<file path="src/rtl/fdcrc_pkg.sv">
// Shared constants and CRC16-CCITT-FALSE helpers for the frame deframer.
package fdcrc_pkg;

   localparam int BYTE_W = 8;
   localparam int CRC_W  = 16;
   localparam int KIND_W = 2;
   localparam int PH_W   = 3;

   localparam logic [CRC_W-1:0]  CRC_SEED         = 16'hFFFF;
   localparam logic [BYTE_W-1:0] SYNC_RESET       = 8'hFE;
   localparam logic [BYTE_W-1:0] MAX_PAYLOAD_RESET = 8'hFF;

   localparam logic [0:0] CSR_SYNC_BYTE   = 1'b0;
   localparam logic [0:0] CSR_MAX_PAYLOAD = 1'b1;

   typedef logic [BYTE_W-1:0] byte_type;
   typedef logic [CRC_W-1:0]  crc_type;

   function automatic crc_type nib_term(input logic [3:0] k);
      crc_type r;
      case (k)
         4'h0: r = 16'h0000;
         4'h1: r = 16'h1021;
         4'h2: r = 16'h2042;
         4'h3: r = 16'h3063;
         4'h4: r = 16'h4084;
         4'h5: r = 16'h50A5;
         4'h6: r = 16'h60C6;
         4'h7: r = 16'h70E7;
         4'h8: r = 16'h8108;
         4'h9: r = 16'h9129;
         4'hA: r = 16'hA14A;
         4'hB: r = 16'hB16B;
         4'hC: r = 16'hC18C;
         4'hD: r = 16'hD1AD;
         4'hE: r = 16'hE1CE;
         4'hF: r = 16'hF1EF;
         default: r = 16'h0000;
      endcase
      return r;
   endfunction

   function automatic crc_type crc_byte(input crc_type crc, input byte_type b);
      crc_type c1;
      crc_type c2;
      c1 = {crc[11:0], 4'h0} ^ nib_term(crc[15:12] ^ b[7:4]);
      c2 = {c1[11:0], 4'h0} ^ nib_term(c1[15:12] ^ b[3:0]);
      return c2;
   endfunction

endpackage

</file>
<file path="src/rtl/frame_deframer_crc16_unit.sv">
// Length-prefixed frame parser with running CRC16-CCITT-FALSE check.
//
// Channel  Dir  Beat contents (low bit first)
// req      in   tdata: rx_byte[7:0]
// rsp      out  tdata: data_byte, byte_index, msg_id, msg_len; tuser: event_kind
// csr      in   csr_index selects sync_byte (0) or max_payload (1)
//
// One byte is taken per cycle; its result is registered at the accepting edge and valid next cycle.
// The parse step sits between the phase registers and the output register; a two-nibble
// CRC update feeds the CRC register. Reset is synchronous and returns the parser to sync hunt.
// A stalled output blocks input only while the output register is full and not taken.
module frame_deframer_crc16_unit (
   input  logic        clock,
   input  logic        reset,
   input  logic        req_tvalid,
   output logic        req_tready,
   input  logic [7:0]  req_tdata,   // rx_byte
   output logic        rsp_tvalid,
   input  logic        rsp_tready,
   output logic [31:0] rsp_tdata,   // data_byte, byte_index, msg_id, msg_len
   output logic [1:0]  rsp_tuser,   // event_kind
   input  logic        csr_we,
   input  logic [0:0]  csr_index,
   input  logic [7:0]  csr_wdata
);

   localparam logic [2:0] PH_SYNC    = 3'd0;
   localparam logic [2:0] PH_ID      = 3'd1;
   localparam logic [2:0] PH_LEN     = 3'd2;
   localparam logic [2:0] PH_PAYLOAD = 3'd3;
   localparam logic [2:0] PH_CRC_LO  = 3'd4;
   localparam logic [2:0] PH_CRC_HI  = 3'd5;

   localparam logic [1:0] EV_DATA   = 2'd0;
   localparam logic [1:0] EV_GOOD   = 2'd1;
   localparam logic [1:0] EV_BADCRC = 2'd2;
   localparam logic [1:0] EV_BADLEN = 2'd3;

   logic [2:0]                phase_ff, phase_in;
   fdcrc_pkg::byte_type       id_ff, id_in;
   fdcrc_pkg::byte_type       len_ff, len_in;
   fdcrc_pkg::byte_type       fill_ff, fill_in;
   fdcrc_pkg::crc_type        crc_ff, crc_in;
   fdcrc_pkg::byte_type       crc_lo_ff, crc_lo_in;
   fdcrc_pkg::byte_type       sync_ff, maxp_ff;

   logic                      rsp_valid_ff, rsp_valid_in;
   logic [1:0]                kind_ff, kind_in;
   logic [31:0]               data_ff, data_in;
   logic                      ev_fire;

   logic                      accept;
   fdcrc_pkg::byte_type       rx;
   fdcrc_pkg::crc_type        crc_step;
   logic [8:0]                fill_next;

   assign req_tready = !rsp_valid_ff || rsp_tready;
   assign accept     = req_tvalid && req_tready;
   assign rx         = req_tdata;
   assign crc_step   = fdcrc_pkg::crc_byte(crc_ff, rx);
   assign fill_next  = {1'b0, fill_ff} + 9'd1;

   assign rsp_tvalid = rsp_valid_ff;
   assign rsp_tdata  = data_ff;
   assign rsp_tuser  = kind_ff;

   always_comb begin
      phase_in  = phase_ff;
      id_in     = id_ff;
      len_in    = len_ff;
      fill_in   = fill_ff;
      crc_in    = crc_ff;
      crc_lo_in = crc_lo_ff;
      ev_fire   = 1'b0;
      kind_in   = kind_ff;
      data_in   = data_ff;
      if (accept) begin
         case (phase_ff)
            PH_SYNC: begin
               if (rx == sync_ff) begin
                  crc_in   = fdcrc_pkg::CRC_SEED;
                  phase_in = PH_ID;
               end
            end
            PH_ID: begin
               id_in    = rx;
               crc_in   = crc_step;
               phase_in = PH_LEN;
            end
            PH_LEN: begin
               if (rx > maxp_ff) begin
                  phase_in = PH_SYNC;
                  ev_fire  = 1'b1;
                  kind_in  = EV_BADLEN;
                  data_in  = {rx, id_ff, 16'h0000};
               end else begin
                  len_in   = rx;
                  fill_in  = '0;
                  crc_in   = crc_step;
                  phase_in = (rx != '0) ? PH_PAYLOAD : PH_CRC_LO;
               end
            end
            PH_PAYLOAD: begin
               crc_in  = crc_step;
               fill_in = fill_next[7:0];
               if (fill_next >= {1'b0, len_ff}) begin
                  phase_in = PH_CRC_LO;
               end
               ev_fire = 1'b1;
               kind_in = EV_DATA;
               data_in = {len_ff, id_ff, fill_ff, rx};
            end
            PH_CRC_LO: begin
               crc_lo_in = rx;
               phase_in  = PH_CRC_HI;
            end
            PH_CRC_HI: begin
               phase_in = PH_SYNC;
               ev_fire  = 1'b1;
               kind_in  = ({rx, crc_lo_ff} == crc_ff) ? EV_GOOD : EV_BADCRC;
               data_in  = {len_ff, id_ff, 16'h0000};
            end
            default: begin
               phase_in = PH_SYNC;
            end
         endcase
      end
      if (ev_fire) begin
         rsp_valid_in = 1'b1;
      end else if (rsp_tready) begin
         rsp_valid_in = 1'b0;
      end else begin
         rsp_valid_in = rsp_valid_ff;
      end
   end

   always_ff @(posedge clock) begin
      if (reset) begin
         phase_ff     <= PH_SYNC;
         id_ff        <= '0;
         len_ff       <= '0;
         fill_ff      <= '0;
         crc_ff       <= fdcrc_pkg::CRC_SEED;
         crc_lo_ff    <= '0;
         sync_ff      <= fdcrc_pkg::SYNC_RESET;
         maxp_ff      <= fdcrc_pkg::MAX_PAYLOAD_RESET;
         rsp_valid_ff <= 1'b0;
      end else begin
         phase_ff     <= phase_in;
         id_ff        <= id_in;
         len_ff       <= len_in;
         fill_ff      <= fill_in;
         crc_ff       <= crc_in;
         crc_lo_ff    <= crc_lo_in;
         rsp_valid_ff <= rsp_valid_in;
         if (csr_we) begin
            case (csr_index)
               fdcrc_pkg::CSR_SYNC_BYTE:   sync_ff <= csr_wdata;
               fdcrc_pkg::CSR_MAX_PAYLOAD: maxp_ff <= csr_wdata;
               default: ;
            endcase
         end
      end
   end

   always_ff @(posedge clock) begin
      if (ev_fire) begin
         kind_ff <= kind_in;
         data_ff <= data_in;
      end
   end

   a_payload_emits: assert property (@(posedge clock) disable iff (reset)
      accept && (phase_ff == PH_PAYLOAD) |=> rsp_valid_ff && (kind_ff == EV_DATA))
      else $error("payload beat gave no data event");

   a_fill_in_range: assert property (@(posedge clock) disable iff (reset)
      (phase_ff == PH_PAYLOAD) |-> (fill_ff < len_ff))
      else $error("fill count reached frame length inside payload");

   a_crc_hi_resync: assert property (@(posedge clock) disable iff (reset)
      accept && (phase_ff == PH_CRC_HI) |=> (phase_ff == PH_SYNC) && rsp_valid_ff)
      else $error("closing CRC beat did not end the frame");

   a_index_below_len: assert property (@(posedge clock) disable iff (reset)
      rsp_valid_ff && (kind_ff == EV_DATA) |-> (data_ff[15:8] < data_ff[31:24]))
      else $error("payload index not below frame length");

   a_sync_silent: assert property (@(posedge clock) disable iff (reset)
      accept && ((phase_ff == PH_SYNC) || (phase_ff == PH_ID)) |-> !ev_fire)
      else $error("event raised during sync hunt or id beat");

endmodule

</file>
<file path="config.mk">
export PLATFORM = sky130hd
export DESIGN_NAME = frame_deframer_crc16_unit
export DESIGN_NICKNAME = d
export VERILOG_FILES = /design/src/rtl/fdcrc_pkg.sv /design/src/rtl/frame_deframer_crc16_unit.sv
export SDC_FILE = /design/constraint.sdc
export NUM_CORES = 1
export LEC_CHECK = 0
export ABC_AREA = 1
export ABC_CLOCK_PERIOD_IN_PS = 7600
export BUFFER_PORTS_ARGS = -buffer_cell sky130_fd_sc_hd__clkbuf_2
export CAP_MARGIN = 10
export CORE_MARGIN = 4
export CORE_UTILIZATION = 40
export CTS_BUF_LIST = sky130_fd_sc_hd__clkbuf_4 sky130_fd_sc_hd__clkbuf_8
export DETAILED_ROUTE_END_ITERATION = 10
export SYNTH_ARGS = -nofsm -noshare
export SYNTH_HDL_FRONTEND = slang
export SYNTH_SLANG_ARGS = --single-unit
</file>
<file path="constraint.sdc">
create_clock -name clock -period 7.6 [get_ports clock]
set_input_delay 1.52 -clock clock [delete_from_list [all_inputs] [get_ports clock]]
set_output_delay 1.52 -clock clock [all_outputs]
set_load 0.01 [all_outputs]
</file>
==> results of run 1 <==
-- flip-flops by register name, indices dropped and copies added, names as in the netlist --
name / flops
rsp_tdata: 32
crc_ff: 16
crc_lo_ff: 8
fill_ff: 8
id_ff: 8
len_ff: 8
maxp_ff: 8
sync_ff: 8
phase_ff: 3
rsp_tuser: 2
rsp_tvalid: 1
-- synthesized netlist by cell type (all sizes together), types with 11 or more instances --
cell type,count,area [sq um]
ha,17,213
o21ai,50,254
buf,12,83.8
xnor2,15,154
nor2,51,235
dfxtp,68,1360
a21oi,44,224
nand2,148,601
o211ai,11,82.6
inv,73,274
edfxtp,34,1020
nand3,35,255
-- cell type report --
| cell class | instances | area (sq um) |
|---|---|---|
| clock inverters | 6 | 70.1 |
| clock buffers | 10 | 131 |
| well taps | 168 | 210 |
| inverters | 74 | 278 |
| multi-input cells | 400 | 2220 |
| fillers | 1249 | 6520 |
| flip-flops and latches | 102 | 2380 |
| repair buffers | 59 | 300 |
-- how the worst max path moves through the flow --
stage                       startpoint            end  slack (ns)  depth (start not counted)
after detailed placement  req_tdata[1]  rsp_tdata[21]        4.07                         13
after CTS                   rsp_tready     req_tready        4.22                          4
after global placement    req_tdata[0]  rsp_tdata[22]        4.11                         13
after global routing        rsp_tready     req_tready        4.17                          4
final                       rsp_tready     req_tready        4.23                          4
after floorplan           req_tdata[1]   rsp_tdata[0]        4.12                         11
-- cell families after synthesis --
group / Yosys count / synth area share, %
buffers and inverters: 92 / 7.70
AND/OR/NAND/NOR: 251 / 23.9
flip-flops: 102 / 47.8
adder cells (fa/ha/maj): 17 / 4.26
XOR/XNOR: 25 / 4.84
AO/OA/AOI/OAI: 107 / 11.5
-- power by group through the flow --
| stage | clock network (mW) | logic, mW | registers (mW) |
|---|---|---|---|
| final | 0.354 | 0.0727 | 0.570 |
| after global routing | 0.386 | 0.0823 | 0.570 |
| after CTS | 0.363 | 0.0730 | 0.570 |
| after detailed placement | 0 | 0.0728 | 0.582 |
| after global placement | 0 | 0.0708 | 0.582 |
| after floorplan | 0 | 0.0481 | 0.581 |
-- metrics by stage --
stage	setup WS [ns]	instance area, sq um	power, mW	std cells	hold slack, ns
after floorplan	4.12	4990	0.629	594	0.403
after global placement	4.11	5390	0.653	803	0.414
after detailed placement	4.07	5390	0.655	803	0.415
after CTS	4.22	5590	1.01	819	0.438
after global routing	4.17	5590	1.04	819	0.455
final	4.23	5590	0.996	819	0.437
-- critical path: stages --
cell and delay (ns):
clkbuf_2 0.08, inv_1 0.03, nand2_1 0.08, clkbuf_2 0.14
-- per-layer routing --
| metal | track usage (%) | vias up |
|---|---|---|
| met5 | 0 | - |
| met4 | 6.23 | 0 |
| met3 | 3.30 | 21 |
| met2 | 26.4 | 90 |
| met1 | 22.0 | 1824 |
| li1 | - | 2039 |
==> metrics.md, run 1 <==
| Metric | Value |
|---|---|
| Outcome | `finished, final reports clean` |
| Share of layout cells above drive strength 1 | `19.8%` |
| First-pass GRT wire length | `19.0 mm` |
| Final Max Slew Viols | `0` |
| CTS buffer count | `9` |
| Via density | `4.85` |
| Wire length on met1 | `5.40 mm` |
| Die area | `14300 sq um` |
| HP Start | `id_ff[0]` |
| Clock power frac | `35.5%` |
| Yosys cell types | `37` |
| Cell Pwr Density | `178 nW/um^2` |
| CP endpoint kind | `primary output` |
| R2r endpoint | `phase_ff[0]` |
| Starting density of the core | `41.2%` |
| Setup bufs post-CTS | `0` |
| Skew-Pair Late Insertion Delay | `0.37 ns` |
| Switch share | `24.7%` |
| EDFF count, synth | `34` |
| Pre-Repair DR Iteration Count | `5` |
| Worst-Margin Slew | `0.899 ns` |
| Mapped cell area | `4990 sq um` |
| FMAX | `297 MHz` |
| Vias after detailed routing | `3974` |
| Gr ovfl total | `0` |
| Largest net degree at the start of global routing | `65` |
| Fin util | `46.2%` |
| R2r setup slk | `5.21 ns` |
| CTS tree | `built` |
| Max Cap Viol | `0` |
| Post-DR wirelength/cell | `14.1 microns` |
| Hold endpoint | `rsp_tdata[16]` |
| Vias in the first global route | `3821` |
| Worst hold stages | `0` |
| Routed Wire Length | `11.5 mm` |
| Hold WC Path Type | `reg2reg` |
| Yosys reg bits | `102` |
| Clock sink count | `102` |
| Power Internal | `0.750 mW` |
| Initial antenna violation count | `0` |
| RePlAce Congestion | `0.809` |
| Post-route DRC violation count | `0` |
| Register area share after synthesis | `47.8%` |
| Startpoint types | `input pin` |
| Die width | `120 microns` |
| Root buf cell | `clkbuf_8` |
| Rows | `40` |
| FF-to-FF Start | `fill_ff[0]` |
| IO Count | `58` |
| Cell count after synthesis | `594` |
| RSZ-0062 raised after global routing | `no` |
| Syn-to-layout area delta | `12.1%` |
| IO Port Bufs | `57` |
| H-tree Lvls | `3` |
| Reg2Reg Depth | `17` |
| Switching power | `0.246 mW` |
| ANT nets after route | `0` |
| Most used DFF post-synth | `dfxtp_1` |
| Post-CTS Hold Buffers | `0` |
| Total GRT Usage | `16.5%` |
| Async set or reset register ratio after synthesis | `0%` |
| LEAKAGE | `2.49 nW` |
| Count of final setup violators | `0` |
| Core Box Area | `12100 sq um` |
| Final Skew | `0.0106 ns` |
| Diode count | `0` |
| Post_cts resized | `0` |
| Setup TNS | `0 ns` |
| Top routing layer in use | `met4` |
| Crit Path Category | `in2out` |
| Final hold vios | `0` |
| Final period util | `44.3%` |
| Hpwl dp | `8.51 mm` |
| Commonest non-fill, non-tap cell in the layout | `nand2_1` |
| Synth warn | `0` |
| Worst EP arrival | `1.85 ns` |
| VDD IR max | `0.000100 V` |
| Critical Path Fanout Max | `3` |
| Clock period minus final worst setup slack | `3.37 ns` |
| Combinational share of power | `7.3%` |
| Die Ht | `120 microns` |
| Crit path required time | `6.08 ns` |
| Clock Tree Buf Depth | `2` |
| WL met3 | `539 microns` |
| Most frequent cells in the layout | `nand2_1 (132), dfxtp_1 (68), inv_1 (59)` |
| Met2 Routed Length | `5.31 mm` |
| Flop pwr share | `57.2%` |
| Initial detailed-routing violation count | `268` |
| Syn nets | `633` |
| Nets | `685` |
| Slew margin rel. | `39.8%` |
| Mean Syn Cell Area | `8.40 sq um` |
| Reg clk slew, reported paths | `0.10 ns` |
(Power assumes the default switching activity.)
==> run 2: changes to the inputs <==
ABC_AREA = 0   (was 1)
ABC_CLOCK_PERIOD_IN_PS = 3130   (was 7600)
clock period = 3.13 ns   (was 7.6 ns; I/O delays follow)
==> metrics.md, run 2 <==
| Metric | Value |
|---|---|
| LEAKAGE | `2.29 nW (was 2.49 nW)` |
| Max Cap Viol | `0 (unchanged)` |
| Vias in the first global route | `3695 (was 3821)` |
| Register area share after synthesis | `48.9% (was 47.8%)` |
| Final hold vios | `0 (unchanged)` |
| Slowest stage cell, crit path | `dfxtp_1 (was clkbuf_2)` |
| Yosys reg bits | `102 (unchanged)` |
| Crit path from | `fill_ff[0] (was rsp_tready)` |
| CP delay by family, top | `compound AO/OA/AOI/OAI gates (was buffers and inverters)` |
| Via density | `5.25 (was 4.85)` |
| Routed Wire Length | `11.2 mm (was 11.5 mm)` |
| Critical Path Fanout Max | `6 (was 3)` |
| Post-synth top cells | `dfxtp_1 (68), nor2_1 (62), nand2_1 (44) (was nand2_1 (132), dfxtp_1 (68), inv_1 (59))` |
| RSZ-0062 raised after global routing | `no (unchanged)` |
| Core Box Area | `12000 sq um (was 12100 sq um)` |
| Share of the synthesized area in the top cell type | `28.0% (was 27.3%)` |
| Final Skew | `0.0169 ns (was 0.0106 ns)` |
| Top cells by area, synth | `dfxtp_1 (28%), edfxtp_1 (21%), mux2i_1 (5.3%) (was dfxtp_1 (27%), edfxtp_1 (20%), nand2_1 (9.9%))` |
| Clock Tree Buf Depth | `2 (unchanged)` |
| R2r setup slk | `0.64 ns (was 5.21 ns)` |
| Initial detailed-routing violation count | `357 (was 268)` |
| Flop pwr share | `58.3% (was 57.2%)` |
| Rows | `40 (unchanged)` |
| R2r endpoint | `phase_ff[1] (was phase_ff[0])` |
| Switch share | `26.2% (was 24.7%)` |
| Clock sink count | `102 (unchanged)` |
| Crit Path Category | `reg2reg (was in2out)` |
| Diode count | `0 (unchanged)` |
| EDFF count, synth | `34 (unchanged)` |
| Syn nets | `535 (was 633)` |
| Vias after detailed routing | `3683 (was 3974)` |
| Post_cts resized | `0 (unchanged)` |
| Die area | `14000 sq um (was 14300 sq um)` |
| RePlAce Congestion | `0.821 (was 0.809)` |
| Skew-Pair Late Insertion Delay | `0.37 ns (about the same)` |
| Slowest stage delay, CP | `0.44 ns (was 0.14 ns)` |
| Async set or reset register ratio after synthesis | `0% (unchanged)` |
| Top cell by count, worst path | `ha_1 (was clkbuf_2)` |
| Root buf cell | `clkbuf_8 (unchanged)` |
| Cell Chain, Critical Path | `ha_1 -> nand3_1 -> nor2_1 -> xor2_1 -> ha_1 -> o21a_1 -> o21ai_0 -> a31oi_1 -> o21bai_1 -> o31a_1 (was clkbuf_2 -> inv_1 -> nand2_1 -> clkbuf_2)` |
| Placed inst area | `5310 sq um (was 5390 sq um)` |
| Post-route DRC violation count | `0 (unchanged)` |
| Slew margin rel. | `29.7% (was 39.8%)` |
| Initial antenna violation count | `0 (unchanged)` |
| Setup TNS | `0 ns (unchanged)` |
| Hpwl dp | `8.20 mm (was 8.51 mm)` |
| Final period util | `79.7%` |
| Nets | `588 (was 685)` |
| Count of final setup violators | `0 (unchanged)` |
| Yosys cell types | `49 (was 37)` |
| Power Internal | `1.76 mW (was 0.750 mW)` |
| Most frequent cells in the layout | `dfxtp_1 (68), nor2_1 (62), clkbuf_2 (57) (was nand2_1 (132), dfxtp_1 (68), inv_1 (59))` |
| Switching power | `0.625 mW (was 0.246 mW)` |
| CTS buffer count | `9 (unchanged)` |
| First-pass GRT wire length | `18.7 mm (was 19.0 mm)` |
| Reg clk slew, reported paths | `0.11 ns (was 0.10 ns)` |
| Clock period minus final worst setup slack | `2.49 ns` |
| Most used DFF post-synth | `dfxtp_1 (unchanged)` |
| Share of layout cells above drive strength 1 | `18.6% (was 19.8%)` |
| Simple-Gate Fraction of Synth Area | `17.7% (was 23.9%)` |
| Worst hold stages | `0 (unchanged)` |
| Die Ht | `118 microns (was 120 microns)` |
| Starting density of the core | `40.7% (was 41.2%)` |
| Startpoint types | `flop (was input pin)` |
| Hold endpoint | `rsp_tdata[23] (was rsp_tdata[16])` |
| ANT nets after route | `0 (unchanged)` |
| Post-CTS Hold Buffers | `0 (unchanged)` |
| VDD IR max | `0.000186 V (was 0.000100 V)` |
| Hold WC Path Type | `reg2reg (unchanged)` |
| Combinational share of power | `8.7% (was 7.3%)` |
| IO Port Bufs | `57 (unchanged)` |
| CP Buf/Inv Count | `0 (was 3)` |
| Crit path required time | `3.38 ns (was 6.08 ns)` |
| CP endpoint kind | `flop (was primary output)` |
| Mapped cell area | `4870 sq um (was 4990 sq um)` |
| Mux share of post-synthesis cell area | `5.58% (was 0%)` |
| Mean Syn Cell Area | `9.82 sq um (was 8.40 sq um)` |
| Final hold slack | `0.433 ns (was 0.437 ns)` |
| FF-to-FF Start | `fill_ff[0] (unchanged)` |
| Syn-to-layout area delta | `12.6% (was 12.1%)` |
| Total GRT Usage | `16.5% (about the same)` |
| Yosys top cell by area | `dfxtp_1 (unchanged)` |
| Commonest non-fill, non-tap cell in the layout | `dfxtp_1 (was nand2_1)` |
| Die width | `118 microns (was 120 microns)` |
| Max reg flops | `32 (unchanged)` |
| Synth Area in XOR/XNOR | `8.43% (was 4.84%)` |
| Final Max Slew Viols | `0 (unchanged)` |
| IO Count | `58 (unchanged)` |
| Layout fillers | `1147 (was 1249)` |
| Pre-Repair DR Iteration Count | `5 (unchanged)` |
| Count leader, synth | `dfxtp_1 (was nand2_1)` |
| Gr ovfl total | `0 (unchanged)` |
| Worst-Margin Slew | `1.05 ns (was 0.899 ns)` |
| Compound-cell area share of the yosys netlist | `10.4% (was 11.5%)` |
| Clock power frac | `33.0% (was 35.5%)` |
| Worst EP arrival | `2.75 ns (was 1.85 ns)` |
| Finished Cell Area | `5490 sq um (was 5590 sq um)` |
| Pwr Total | `2.38 mW (was 0.996 mW)` |
| H-tree Lvls | `3 (unchanged)` |
| Dpl cells | `685 (was 803)` |
| Main combinational cell family by area after synthesis | `simple AND/OR/NAND/NOR gates (unchanged)` |
| Setup bufs post-CTS | `0 (unchanged)` |
| Post-DR wirelength/cell | `16.0 microns (was 14.1 microns)` |
| Synth warn | `0 (unchanged)` |
| Cell count after synthesis | `496 (was 594)` |
| Outcome | `finished, final reports clean (unchanged)` |
| Reg2Reg Depth | `10 (was 17)` |
| Largest net degree at the start of global routing | `54 (was 65)` |
| FMAX | `401 MHz` |
| Cell Pwr Density | `434 nW/um^2 (was 178 nW/um^2)` |
| Synth Area in Adders | `4.37% (was 4.26%)` |
| Post-Layout Cell Count | `701 (was 819)` |
| HP Start | `id_ff[7] (was id_ff[0])` |
| CTS tree | `built (unchanged)` |
==> run 2: how the worst max path moves through the flow <==
stage | to | cells after the start
floorplan | rsp_tdata[0] | 7
detailed placement | rsp_tdata[22] | 10
global placement | rsp_tdata[21] | 10
finish | phase_ff[1] | 10
CTS | phase_ff[1] | 10
global route | phase_ff[0] | 10
==> run 2: layout make-up <==
type / instances / area [sq um] / share of cell area (%)
flip-flops and latches: 102 / 2380 / 43.4
well taps: 147 / 184 / 3.35
repair buffers: 70 / 395 / 7.21
inverters: 23 / 86.3 / 1.57
clock inverters: 7 / 55.1 / 1.00
multi-input cells: 343 / 2260 / 41.2
clock buffers: 9 / 124 / 2.26
==> run 2: per-layer routing <==
layer  global-route usage (%)  wire [microns]
met1                     22.1            5220
met3                     3.88             656
met2                     26.8            5180
met4                     4.62             174
met5                        0               0
==> run 2: worst reg2reg max path, delay by kind of cell (launching register included) <==
| family | cells | cell delay, ns |
|---|---|---|
| compound gates | 5 | 0.83 |
| fa+ha+maj | 2 | 0.56 |
| flops | 1 | 0.44 |
| simple gates | 2 | 0.43 |
| xor+xnor | 1 | 0.12 |
==> run 2: power groups by stage <==
stage	logic, mW	clock network (mW)	registers (mW)
floorplan	0.149	0	1.42
global placement	0.205	0	1.42
detailed placement	0.208	0	1.42
CTS	0.209	0.815	1.39
global route	0.233	0.864	1.39
finish	0.208	0.785	1.39
==> run 2: kinds of logic after synthesis <==
logic type / Yosys count
compound gates: 69
xor+xnor: 46
fa+ha+maj: 17
buf+inv: 51
flops: 102
mux: 27
simple gates: 184
==> run 2: through the flow <==
| stage | worst slack (ns) | utilization [%] |
|---|---|---|
| CTS | 0.653 | 45.9 |
| floorplan | 0.247 | - |
| global route | 0.410 | 45.9 |
| detailed placement | 0.291 | 44.4 |
| global placement | 0.314 | 44.4 |
| finish | 0.637 | 45.9 |
